[config.mk]
export PLATFORM = sky130hd
export DESIGN_NAME = grouped_random_permutation
export DESIGN_NICKNAME = d
export VERILOG_FILES = /design/src/sv/grp_pkg.sv /design/src/sv/grouped_random_permutation.sv /design/src/sv/grp_scan.sv
export SDC_FILE = /design/constraint.sdc
export NUM_CORES = 1
export LEC_CHECK = 0
export ABC_CLOCK_PERIOD_IN_PS = 7650
export BUFFER_PORTS_ARGS = -buffer_cell sky130_fd_sc_hd__buf_2
export CAP_MARGIN = 10
export CORE_ASPECT_RATIO = 0.8
export CORE_MARGIN = 2
export CORE_UTILIZATION = 46
export CTS_CLUSTER_DIAMETER = 40
export CTS_CLUSTER_SIZE = 24
export DETAILED_ROUTE_END_ITERATION = 10
export PLACE_DENSITY = 0.68
export SETUP_SLACK_MARGIN = 0.15
export SYNTH_ARGS = -nofsm -noshare
export SYNTH_HDL_FRONTEND = slang
export SYNTH_HIERARCHICAL = 1
export SYNTH_SLANG_ARGS = --single-unit
[constraint.sdc]
create_clock -name i_clk -period 7.65 [get_ports i_clk]
set_input_delay 0.765 -clock i_clk [delete_from_list [all_inputs] [get_ports i_clk]]
set_output_delay 0.765 -clock i_clk [all_outputs]
set_load 0.02 [all_outputs]
[src/sv/grp_pkg.sv]
// ----------------------------------------------------------------------------
// grp_pkg
// Shared constants, types and helper functions of the grouped random
// permutation block.
// ----------------------------------------------------------------------------
`default_nettype none

package grp_pkg;

    // Sizing
    localparam int SLOTS       = 32;
    localparam int GROUP_LIMIT = 9;
    localparam int MAX_SET     = 64;

    localparam int SLOT_W = (SLOTS > 1) ? $clog2(SLOTS) : 1;
    localparam int CNT_W  = $clog2(SLOTS + 1);
    localparam int SET_W  = $clog2(MAX_SET + 1);
    localparam int GRP_W  = $clog2(GROUP_LIMIT + 1);

    // Field widths
    localparam int FRAC_W = 24;
    localparam int MINV_W = 8;
    localparam int NUMV_W = 6;
    localparam int TOT_W  = 7;
    localparam int VAL_W  = 9;
    localparam int POS_W  = 6;

    // Register port
    localparam int DATA_W    = 32;
    localparam int ADDR_W    = 4;
    localparam int REG_IDX_W = 2;

    localparam logic [REG_IDX_W-1:0] REG_MIN_VALUE   = 2'd0;
    localparam logic [REG_IDX_W-1:0] REG_NUM_VALUES  = 2'd1;
    localparam logic [REG_IDX_W-1:0] REG_TOTAL_COUNT = 2'd2;

    localparam logic [MINV_W-1:0] MINV_RESET = 8'd0;
    localparam logic [NUMV_W-1:0] NUMV_RESET = 6'd16;
    localparam logic [TOT_W-1:0]  TOT_RESET  = 7'd21;

    // Scan unit control and status
    typedef struct packed {
        logic              start;
        logic [SLOT_W-1:0] k;      // free slots to skip
        logic [SLOT_W-1:0] last;   // highest slot to look at
    } t_scan_ctl;

    typedef struct packed {
        logic              done;
        logic              found;
        logic [SLOT_W-1:0] slot;
    } t_scan_sts;

    // Pool size, clamped to 1..SLOTS
    function automatic logic [CNT_W-1:0] pool_size(input logic [NUMV_W-1:0] nv);
        int n;
        n = int'(nv);
        if (n < 1) n = 1;
        if (n > SLOTS) n = SLOTS;
        return CNT_W'(n);
    endfunction

    // Set size, clamped to 1..MAX_SET
    function automatic logic [SET_W-1:0] set_size(input logic [TOT_W-1:0] tc);
        int t;
        t = int'(tc);
        if (t < 1) t = 1;
        if (t > MAX_SET) t = MAX_SET;
        return SET_W'(t);
    endfunction

    // Outputs of one round: min of pool size, group limit and what the set needs
    function automatic logic [GRP_W-1:0] group_len(input logic [CNT_W-1:0] n,
                                                   input logic [SET_W-1:0] left);
        int g;
        g = int'(n);
        if (g > GROUP_LIMIT) g = GROUP_LIMIT;
        if (int'(left) < g) g = int'(left);
        return GRP_W'(g);
    endfunction

    localparam logic [GRP_W-1:0] GRP_RESET = group_len(pool_size(NUMV_RESET), set_size(TOT_RESET));

endpackage

`default_nettype wire

[src/sv/grouped_random_permutation.sv]
// ----------------------------------------------------------------------------
// grouped_random_permutation
// Draws values without replacement from a configurable pool and emits them
// in groups that make up sets of a configurable size.
// ----------------------------------------------------------------------------
// Each request carries one 0.24 random fraction and performs one draw: the
// fraction times the count of free slots gives k, and a serial scanner walks
// the taken bitmap one slot per cycle to the k-th free slot. The request
// input stays stalled while a draw passes through the scan and done
// states, so a new request is taken only once the previous draw has
// finished. A result, when the draw falls inside the current group, sits in
// an output register, and the next request is taken while it waits; a draw
// that needs the output register while the previous result is still stalled
// there holds the block, and the request input stays stalled until that
// result is taken.
// Configuration registers lie at byte addresses 0 (min_value), 4 (num_values)
// and 8 (total_count); a write can also affect a draw in progress.
// ----------------------------------------------------------------------------
`default_nettype none

module grouped_random_permutation (
    input  wire logic                          i_clk,
    input  wire logic                          i_rst_n,
    // request channel
    input  wire logic                          i_valid,
    output logic                               o_stall,
    input  wire logic [grp_pkg::FRAC_W-1:0]    i_random_fraction,
    // result channel
    output logic                               o_valid,
    input  wire logic                          i_stall,
    output logic [grp_pkg::VAL_W-1:0]          o_value,
    output logic [grp_pkg::POS_W-1:0]          o_position,
    output logic                               o_last_of_set,
    // register port
    input  wire logic                          psel,
    input  wire logic                          penable,
    input  wire logic                          pwrite,
    input  wire logic [grp_pkg::ADDR_W-1:0]    paddr,
    input  wire logic [grp_pkg::DATA_W-1:0]    pwdata,
    output logic [grp_pkg::DATA_W-1:0]         prdata,
    output logic                               pready
);

    localparam logic [1:0] ST_IDLE = 2'd0;
    localparam logic [1:0] ST_SCAN = 2'd1;
    localparam logic [1:0] ST_DONE = 2'd2;

    localparam int PROD_W = grp_pkg::FRAC_W + grp_pkg::CNT_W;

    // configuration
    logic [grp_pkg::MINV_W-1:0]    r_minv;
    logic [grp_pkg::NUMV_W-1:0]    r_numv;
    logic [grp_pkg::TOT_W-1:0]     r_tot;

    // draw state
    logic [1:0]                    r_state;
    logic [grp_pkg::SLOTS-1:0]     r_taken;
    logic [grp_pkg::CNT_W-1:0]     r_draw;
    logic [grp_pkg::GRP_W-1:0]     r_grp;
    logic [grp_pkg::SET_W-1:0]     r_prod;
    logic [grp_pkg::SLOT_W-1:0]    r_slot;
    logic                          r_out_valid;

    logic [grp_pkg::CNT_W-1:0]     pool_n;
    logic [grp_pkg::SET_W-1:0]     set_total;
    logic                          wrap_now;
    logic [grp_pkg::CNT_W-1:0]     draw_eff;
    logic [grp_pkg::SET_W-1:0]     prod_eff;
    logic [grp_pkg::SET_W-1:0]     set_left;
    logic [grp_pkg::CNT_W-1:0]     remaining;
    logic [PROD_W-1:0]             product;
    logic                          in_acc;
    logic                          emit;
    logic                          out_free;
    logic                          fin;
    logic                          last;
    logic [grp_pkg::CNT_W-1:0]     draw_inc;
    logic                          wrap_end;
    logic                          cfg_wr;
    logic [grp_pkg::REG_IDX_W-1:0] reg_idx;

    grp_pkg::t_scan_ctl            scan_ctl;
    grp_pkg::t_scan_sts            scan_sts;

    // ------------------------------------------------------------------
    // Register port
    // ------------------------------------------------------------------
    assign pready  = 1'b1;
    assign cfg_wr  = psel && penable && pwrite;
    assign reg_idx = paddr[grp_pkg::ADDR_W-1:2];

    always_ff @(posedge i_clk) begin
        if (!i_rst_n) begin
            r_minv <= grp_pkg::MINV_RESET;
            r_numv <= grp_pkg::NUMV_RESET;
            r_tot  <= grp_pkg::TOT_RESET;
        end else if (cfg_wr) begin
            unique case (reg_idx)
                grp_pkg::REG_MIN_VALUE:   r_minv <= pwdata[grp_pkg::MINV_W-1:0];
                grp_pkg::REG_NUM_VALUES:  r_numv <= pwdata[grp_pkg::NUMV_W-1:0];
                grp_pkg::REG_TOTAL_COUNT: r_tot  <= pwdata[grp_pkg::TOT_W-1:0];
                default: ;
            endcase
        end
    end

    always_comb begin
        unique case (reg_idx)
            grp_pkg::REG_MIN_VALUE:   prdata = grp_pkg::DATA_W'(r_minv);
            grp_pkg::REG_NUM_VALUES:  prdata = grp_pkg::DATA_W'(r_numv);
            grp_pkg::REG_TOTAL_COUNT: prdata = grp_pkg::DATA_W'(r_tot);
            default:                  prdata = '0;
        endcase
    end

    // ------------------------------------------------------------------
    // Request acceptance: round start and k
    // ------------------------------------------------------------------
    assign o_stall   = (r_state != ST_IDLE);
    assign in_acc    = i_valid && (r_state == ST_IDLE);

    assign pool_n    = grp_pkg::pool_size(r_numv);
    assign set_total = grp_pkg::set_size(r_tot);

    // pool shrunk under the current round: start a new one
    assign wrap_now  = (int'(r_draw) >= int'(pool_n));
    assign draw_eff  = wrap_now ? '0 : r_draw;
    assign prod_eff  = (r_prod >= set_total) ? '0 : r_prod;
    assign set_left  = set_total - prod_eff;
    assign remaining = pool_n - draw_eff;
    assign product   = PROD_W'(i_random_fraction) * PROD_W'(remaining);

    assign scan_ctl.start = in_acc;
    assign scan_ctl.k     = product[grp_pkg::FRAC_W +: grp_pkg::SLOT_W];
    assign scan_ctl.last  = grp_pkg::SLOT_W'(pool_n - grp_pkg::CNT_W'(1));

    grp_scan u_scan (
        .i_clk   (i_clk),
        .i_rst_n (i_rst_n),
        .i_ctl   (scan_ctl),
        .i_taken (r_taken),
        .o_sts   (scan_sts)
    );

    // ------------------------------------------------------------------
    // Draw completion
    // ------------------------------------------------------------------
    assign emit     = (int'(r_draw) < int'(r_grp));
    assign out_free = !r_out_valid || !i_stall;
    assign fin      = (r_state == ST_DONE) && (!emit || out_free);
    assign last     = (int'(r_prod) + 1 >= int'(set_total));
    assign draw_inc = r_draw + grp_pkg::CNT_W'(1);
    assign wrap_end = (int'(draw_inc) >= int'(pool_n));

    always_ff @(posedge i_clk) begin
        if (!i_rst_n) begin
            r_state     <= ST_IDLE;
            r_taken     <= '0;
            r_draw      <= '0;
            r_grp       <= grp_pkg::GRP_RESET;
            r_prod      <= '0;
            r_out_valid <= 1'b0;
        end else begin
            if (fin && emit) begin
                r_out_valid <= 1'b1;
            end else if (r_out_valid && !i_stall) begin
                r_out_valid <= 1'b0;
            end

            unique case (r_state)
                ST_IDLE: begin
                    if (in_acc) begin
                        r_draw <= draw_eff;
                        if (wrap_now) begin
                            r_taken <= '0;
                        end
                        if (draw_eff == '0) begin
                            r_prod <= prod_eff;
                            r_grp  <= grp_pkg::group_len(pool_n, set_left);
                        end
                        r_state <= ST_SCAN;
                    end
                end
                ST_SCAN: begin
                    if (scan_sts.done) begin
                        if (scan_sts.found) begin
                            r_taken[scan_sts.slot] <= 1'b1;
                        end
                        r_state <= ST_DONE;
                    end
                end
                ST_DONE: begin
                    // hold while a result is needed and the output is blocked
                    if (fin) begin
                        if (emit) begin
                            r_prod <= last ? '0 : r_prod + grp_pkg::SET_W'(1);
                        end
                        if (wrap_end) begin
                            r_draw  <= '0;
                            r_taken <= '0;
                        end else begin
                            r_draw <= draw_inc;
                        end
                        r_state <= ST_IDLE;
                    end
                end
                default: r_state <= ST_IDLE;
            endcase
        end
    end

    // slot of this draw; a pool with no free slot left in range gives slot 0
    always_ff @(posedge i_clk) begin
        if (r_state == ST_SCAN && scan_sts.done) begin
            r_slot <= scan_sts.found ? scan_sts.slot : '0;
        end
    end

    always_ff @(posedge i_clk) begin
        if (fin && emit) begin
            o_value       <= grp_pkg::VAL_W'(r_slot) + grp_pkg::VAL_W'(r_minv);
            o_position    <= grp_pkg::POS_W'(r_prod);
            o_last_of_set <= last;
        end
    end

    assign o_valid = r_out_valid;

    // ------------------------------------------------------------------
    // Assertions
    // ------------------------------------------------------------------
    a_scan_done_in_scan: assert property (@(posedge i_clk) disable iff (!i_rst_n)
        scan_sts.done |-> (r_state == ST_SCAN))
        else $error("scan finished outside of the scan state");

    a_scan_hits_free: assert property (@(posedge i_clk) disable iff (!i_rst_n)
        (scan_sts.done && scan_sts.found) |-> !r_taken[scan_sts.slot])
        else $error("scan picked a slot that is already taken");

    a_result_from_done: assert property (@(posedge i_clk) disable iff (!i_rst_n)
        $rose(o_valid) |-> ($past(r_state) == ST_DONE))
        else $error("result appeared without a finished draw");

endmodule

`default_nettype wire

[src/sv/grp_scan.sv]
// ----------------------------------------------------------------------------
// grp_scan
// Serial free-slot finder: walks the taken bitmap one slot per cycle and
// stops at the k-th free slot or at the last slot of the pool.
// ----------------------------------------------------------------------------
`default_nettype none

module grp_scan (
    input  wire logic                       i_clk,
    input  wire logic                       i_rst_n,
    input  wire grp_pkg::t_scan_ctl         i_ctl,
    input  wire logic [grp_pkg::SLOTS-1:0]  i_taken,
    output grp_pkg::t_scan_sts              o_sts
);

    logic                         r_busy;
    logic [grp_pkg::SLOT_W-1:0]   r_j;
    logic [grp_pkg::SLOT_W-1:0]   r_k;
    logic [grp_pkg::SLOT_W-1:0]   r_last;
    logic                         free;
    logic                         hit;
    logic                         at_end;

    assign free   = !i_taken[r_j];
    assign hit    = r_busy && free && (r_k == '0);
    assign at_end = (r_j == r_last);

    assign o_sts.done  = r_busy && (hit || at_end);
    assign o_sts.found = hit;
    assign o_sts.slot  = r_j;

    always_ff @(posedge i_clk) begin
        if (!i_rst_n) begin
            r_busy <= 1'b0;
        end else if (i_ctl.start) begin
            r_busy <= 1'b1;
        end else if (o_sts.done) begin
            r_busy <= 1'b0;
        end
    end

    always_ff @(posedge i_clk) begin
        if (i_ctl.start) begin
            r_j    <= '0;
            r_k    <= i_ctl.k;
            r_last <= i_ctl.last;
        end else if (r_busy && !o_sts.done) begin
            r_j <= r_j + grp_pkg::SLOT_W'(1);
            // skip over this free slot
            if (free) begin
                r_k <= r_k - grp_pkg::SLOT_W'(1);
            end
        end
    end

endmodule

`default_nettype wire
==> impl_metrics.ini, run 1 <==
[synth]
synth.distinct_cells = 74
synth_compound_area_frac = 0.128
synth_top_family_by_area = adder cells
yosys.area_share.simple = 0.200
seq_area_frac_synth = 0.234
synth.cell_area_sq_um = 10700
yosys_warnings = 6
synth_xor_area_frac = 0.0302
synth_top_cell_by_area = fa_1
synth_ff_type = dfxtp_1
async_flop_share = 0
ys_top_cells_by_area = fa_1, dfxtp_1, ha_1, edfxtp_1, inv_1
synth_fa_ha_area_frac = 0.274
synth_cells = 1201
synth_edf_count = 31
syn-mean-instance-area_sq_um = 8.93
synth_top_area_frac = 0.168
synth.area.mux_share = 0.0494
synth-seq-cells = 110

[pwr]
p_switching_uw = 441
switching_share = 0.307
p_clk_frac = 0.317
leakagePower_nw = 5.08
p_total_mw = 1.44
ir_drop_uv = 123
cell_internal_pwr_uw = 997
seq_power_share = 0.440
p_comb_frac = 0.243
pwr_density_cell_nw_per_um2 = 120

[timing]
fin_crit_sh = 0.954
finalHoldViolCount = 0
fmax_ghz = 0.137
relSlewSlack = 0.282
worst_pin_slew_ns = 1.08
setup_violations = 0
rsz0062_at_grt = no
min_period_ns = 7.30
fin_skew_ns = 0.00657
fin_hold_ws_ns = 0.476
final.setup.worst_slack_ns = 0.355
drv_slew = 0

[route]
antenna_left = 0
wl_per_cell_um = 15.3
vias_per_cell = 5.37
wl_um = 24400
drc = 0
drtIter0Drc = 512
num_vias = 8520
first_pass_iters = 5

[hold_path]
hold_path_class = reg2reg

[global_route]
grt_usage = 0.198
grt_pass1_vias = 8143
grt_pass1_wl_um = 40400
antenna_found_initial = 0
grt_max_degree = 33
grt_overflow = 0

[cts]
cts_tree = built
cts.path.max_buffers = 2
clk_latency_ns = 0.34
root_buffer = clkbuf_16
cts_made_buffers = 9
path_clk_slew_ns = 0.07
cts_sinks = 110
postCtsHoldBufs = 0
htreeDepth = 3

[setup_path]
worst_path_max_delay_cell = fa_1
start_kind = flop
required_ns = 7.75
cpPeakStageDelay_ns = 0.55
critPathKind = reg2reg
worstPathMaxFanout = 7
worst_setup_path_end_kind = flop
cp.arrival_ns = 7.39

[final_layout]
final_util = 0.530
drive_above_1_share = 0.143
fin_nets = 1524
area_delta_synth_final_pct = 12.2
antenna_cells = 0

[die]
rows = 49
pin_count = 118
fp.dieW_um = 175
die_h_um = 141
start_util = 0.473
core_sq_um = 22700
die-area_sq_um = 24600

[job]
maxCapViolations = 0

[placed_design]
io_buffers = 66
place_hpwl_um = 18300
place_ws_ns = -0.0349
place_congestion = 0.898

[status]
status = completed
[layout make-up]
class	count	area [sq um]
clock buffer	11	255
multi-input combinational	909	7660
timing repair buffer	108	667
inverter	138	518
tap	306	383
sequential	110	2510
clock inverter	5	37.5
fill	2112	10700
[metrics by stage]
| step | cells | TNS, ns | area (sq um) |
|---|---|---|---|
| 2_1_floorplan | 1226 | 0 | 10800 |
| 5_1_grt | 1587 | 0 | 12000 |
| 4_1_cts | 1583 | 0 | 11800 |
| 3_5_place_dp | 1567 | -0.0349 | 11500 |
| 6_report | 1587 | 0 | 12000 |
| 3_3_place_gp | 1567 | 0 | 11500 |
[worst paths after layout]
kind	cells past startpoint	from	endpoint	slack, ns
max	33	r_numv[4]	u_scan/r_k[3]	0.35
min	2	r_taken[1]	r_taken[1]	0.48
max reg2reg	33	r_numv[4]	u_scan/r_k[3]	0.35
min reg2reg	2	r_taken[1]	r_taken[1]	0.48
[Yosys cell counts, types with 3 or more instances]
library cell and instances:
o21ai_1 8, nor2_1 92, buf_4 27, ha_1 91, nor3b_1 9, o31ai_1 3
buf_2 4, nand4_1 7, o21a_1 7, dfxtp_1 79, a311oi_1 3, mux2i_1 45
a41oi_1 33, a21oi_1 44, fa_1 90, mux2_2 3, o21bai_1 6, o21ai_0 27
and4_1 3, a21boi_0 3, xnor2_1 20, xor2_1 17, nor2b_1 22, nand2b_1 30
mux2_1 4, inv_1 136, or3_1 4, a211oi_1 4, edfxtp_1 31, o211ai_1 6
a22o_1 5, a22oi_1 7, clkbuf_1 32, and2_1 81, a31oi_1 3, nor3_1 13
a21o_1 13, nand3_1 23, buf_1 4, and3_1 5, nand2_1 113
[worst max-delay path: cells and delay by family, from the launching register on]
kind                     cells  cell delay, ns
multiplexers                 1            0.26
AO/OA/AOI/OAI               11            1.78
XOR/XNOR                     2            0.37
AND/OR/NAND/NOR              6            1.16
adder cells (fa/ha/maj)      6            2.29
buffers and inverters        7            0.83
flip-flops                   1            0.34
[timing repair]
item | CTS | global route
gates resized for setup | 4 | 46
pin swaps | 0 | 45
buffers inserted | 0 | 3
gates cloned | 0 | 1
setup endpoints to repair | 5 | 5
[placed cells by master (no fill, tap or decap), drive strengths merged, types with 8 or more instances in the layout]
cell type	Yosys	final
conb	2	27
a22oi	8	8
xor2	17	17
o21bai	8	8
mux2i	45	45
nand2	113	113
nor2	93	93
dfxtp	79	79
fa	90	90
nand2b	30	30
clkbuf	32	11
o21ai	36	36
a21o	13	13
nor3	13	13
a41oi	33	33
ha	91	91
xnor2	20	20
o211ai	8	8
nor3b	11	11
nand3	23	23
edfxtp	31	31
a21oi	45	45
buf	37	108
nor2b	22	22
inv	138	141
and2	81	81
[registers in the layout, summed over array words and instances, names as in the netlist]
signal	cells
o_last_of_set	1
o_position	6
o_valid	1
o_value	9
r_draw	6
r_grp	4
r_minv	8
r_numv	6
r_prod	7
r_slot	5
r_state	2
r_taken	32
r_tot	7
u_scan/r_busy	1
u_scan/r_j	5
u_scan/r_k	5
u_scan/r_last	5
[routing by layer]
layer | vias to the layer above | GRT usage | share of wire
met5 | - | 0 | 0
met4 | 0 | 0.0325 | 0.0084
met3 | 20 | 0.0233 | 0.040
met2 | 176 | 0.300 | 0.45
met1 | 4183 | 0.308 | 0.51
li1 | 4141 | - | -
[cells by family after synthesis]
family | after synthesis
other | 2
buffers and inverters | 207
AOI/OAI and AO/OA | 191
xor gates and xnor gates | 37
muxes | 52
adders and majority gates | 181
and+or+nand+nor | 421
DFF | 110
[power groups by stage]
stage	combinational (mW)	clock [mW]	sequential, mW
after CTS	0.336	0.467	0.632
after floorplan	0.261	0	0.641
final	0.350	0.455	0.633
after global placement	0.325	0	0.645
after global routing	0.396	0.492	0.635
after detailed placement	0.333	0	0.646
(Power assumes the default switching activity.)
==> run 2, diff against run 1 <==
- BUFFER_PORTS_ARGS: -buffer_cell sky130_fd_sc_hd__buf_2 -> default
- DONT_BUFFER_PORTS: default -> 1
- MAX_ROUTING_LAYER: default -> met4
- PLACE_DENSITY: 0.68 -> default
- SYNTH_HIERARCHICAL: 1 -> default
==> run 2 against run 1 <==
Flip-flop and latch count is the same. Largest power group unchanged. Die area shrank 1.8%. Critical endpoint is now u_scan.r_k[4]. Area after synthesis shrank 1.9%. Via count shrank 12%. Critical path type unchanged.
==> impl_metrics.ini, run 2 <==
[synth]
yosys_warnings = 0
synth-seq-cells = 110
syn-mean-instance-area_sq_um = 9.49
synth_top_cell_by_area = fa_1
synth_fa_ha_area_frac = 0.283
synth_ff_type = dfxtp_1
synth_edf_count = 31
synth.cell_area_sq_um = 10500
synth.most_common_cell = inv_1
synth_compound_area_frac = 0.123
synth_xor_area_frac = 0.0376
synth_top_family_by_area = adder cells
synth_top_area_frac = 0.171
synth.area.mux_share = 0.0555
async_flop_share = 0
seq_area_frac_synth = 0.239
synth_cells = 1109
yosys.area_share.simple = 0.176
synth.distinct_cells = 67
synth.top_cells.by_count = inv_1, nand2_1, ha_1
ys_top_cells_by_area = fa_1, dfxtp_1, ha_1, edfxtp_1, inv_1

[setup_path]
r2r-start = r_numv[1]
cp.arrival_ns = 7.20
critPathKind = reg2reg
r2r_end = u_scan.r_k[4]
start_kind = flop
worst_path_max_delay_cell = fa_1
r2r_setup_slack_ns = 0.56
r2r_cells = 29
required_ns = 7.76
worst_setup_path_end_kind = flop
cpPeakStageDelay_ns = 0.58
worstPathMaxFanout = 9

[route]
wl_per_cell_um = 16.1
antenna_left = 0
first_pass_iters = 4
drc = 0
vias_per_cell = 5.32
wl_um = 22700
num_vias = 7533
drtIter0Drc = 326

[die]
rows = 49
die-area_sq_um = 24100
start_util = 0.469
pin_count = 118
fp.dieW_um = 173
core_sq_um = 22400
die_h_um = 139

[cts]
cts_sinks = 110
clk_latency_ns = 0.36
path_clk_slew_ns = 0.09
cts_made_buffers = 9
postCtsHoldBufs = 0
cts.path.max_buffers = 2
root_buffer = clkbuf_16
cts_tree = built
htreeDepth = 3

[hold_path]
min_delay_path_depth = 1
hold_path_startpoint = r_taken[21]
hold_path_class = reg2reg
hold_end = r_taken[21]

[timing]
fin_skew_ns = 0.0119
min_period_ns = 7.09
relSlewSlack = 0.189
fmax_ghz = 0.141
worst_pin_slew_ns = 1.22
finalHoldViolCount = 0
rsz0062_at_grt = no
fin_crit_sh = 0.927
drv_slew = 0
fin_hold_ws_ns = 0.465
setup_violations = 0
fin_tns_setup_ns = 0
final.setup.worst_slack_ns = 0.561

[final_layout]
fillers = 2129
multiInputGateArea_sq_um = 7260
fin_nets = 1356
final_util = 0.500
final_cell_mix = inv_1, nand2_1, ha_1
antenna_cells = 0
regArea_sq_um = 2510
instances_no_fill = 1416
layout_commonest_cell = inv_1
drive_above_1_share = 0.0523
largest_register_ffs = 32
design_area_sq_um = 11200
reg.largest.list = r_taken x32, o_value x9, r_minv x8
area_delta_synth_final_pct = 6.55
top_register = r_taken

[placed_design]
dp.cells = 1394
place_hpwl_um = 17200
place_ws_ns = 0.169
place_area_sq_um = 10800
io_buffers = 0
place_congestion = 0.874

[global_route]
grt_util_met2 = 0.300
grt_overflow = 0
met3_usage = 0.0298
grt_max_degree = 42
grt_pass1_wl_um = 38500
grt-busiest-layer = met2
grt_usage = 0.200
antenna_found_initial = 0
met1_usage = 0.291
grt_pass1_vias = 7480

[pwr]
ir_drop_uv = 127
p_total_mw = 1.42
pwr_density_cell_nw_per_um2 = 127
leakagePower_nw = 4.81

[status]
status = completed

[job]
maxCapViolations = 0
[run 2: kinds of logic (layout without fill, tap and decap cells)]
| kind of cell | Yosys count | count (layout) |
|---|---|---|
| compound gates | 172 | 172 |
| mux | 44 | 44 |
| xor+xnor | 42 | 42 |
| flops | 110 | 110 |
| other cells | 2 | 27 |
| simple gates | 352 | 352 |
| buf+inv | 203 | 179 |
| fa+ha+maj | 184 | 184 |
[run 2: worst max-delay path: cells and delay by family, from the launching register on]
| family | cells | cell delay [ns] |
|---|---|---|
| adders and majority gates | 6 | 2.48 |
| AOI/OAI and AO/OA | 11 | 2.23 |
| and+or+nand+nor | 5 | 0.78 |
| buffers and inverters | 5 | 0.58 |
| xor gates and xnor gates | 2 | 0.41 |
| DFF | 1 | 0.35 |
[run 2: power breakdown]
group,switching (mW),internal (mW),leakage (nW)
clock network,0.252,0.257,0.161
logic,0.163,0.115,3.73
registers,0.0223,0.612,0.918
total,0.437,0.984,4.81
[run 2: cell type report]
type | instances | share of cell area
Inverter | 138 | 0.0462
Timing Repair Buffer | 25 | 0.0185
Clock inverter | 6 | 0.00714
Sequential cell | 110 | 0.224
Multi-Input combinational cell | 821 | 0.648
Clock buffer | 10 | 0.0223
Tap cell | 306 | 0.0342
[run 2: worst max-delay path by stage]
stage | to | cells after the start | start
floorplan | u_scan.r_k[4] | 28 | r_numv[3]
global placement | u_scan.r_k[4] | 28 | r_numv[1]
detailed placement | u_scan.r_k[4] | 28 | r_numv[1]
CTS | u_scan.r_k[4] | 28 | r_numv[1]
global route | u_scan.r_k[4] | 28 | r_numv[1]
finish | u_scan.r_k[4] | 29 | r_numv[1]
[run 2: layer usage]
layer	wire (um)	vias to the layer above
met1	11600	3711
li1	-	3693
met3	823	17
met5	0	-
met4	202	0
met2	10100	112
[run 2: timing repair]
action | in CTS | in global routing
cloned | 0 | 0
pin swaps | 0 | 2
setup buffers | 0 | 5
resized for setup | 1 | 7
endpoints found under the setup margin | 1 | 5
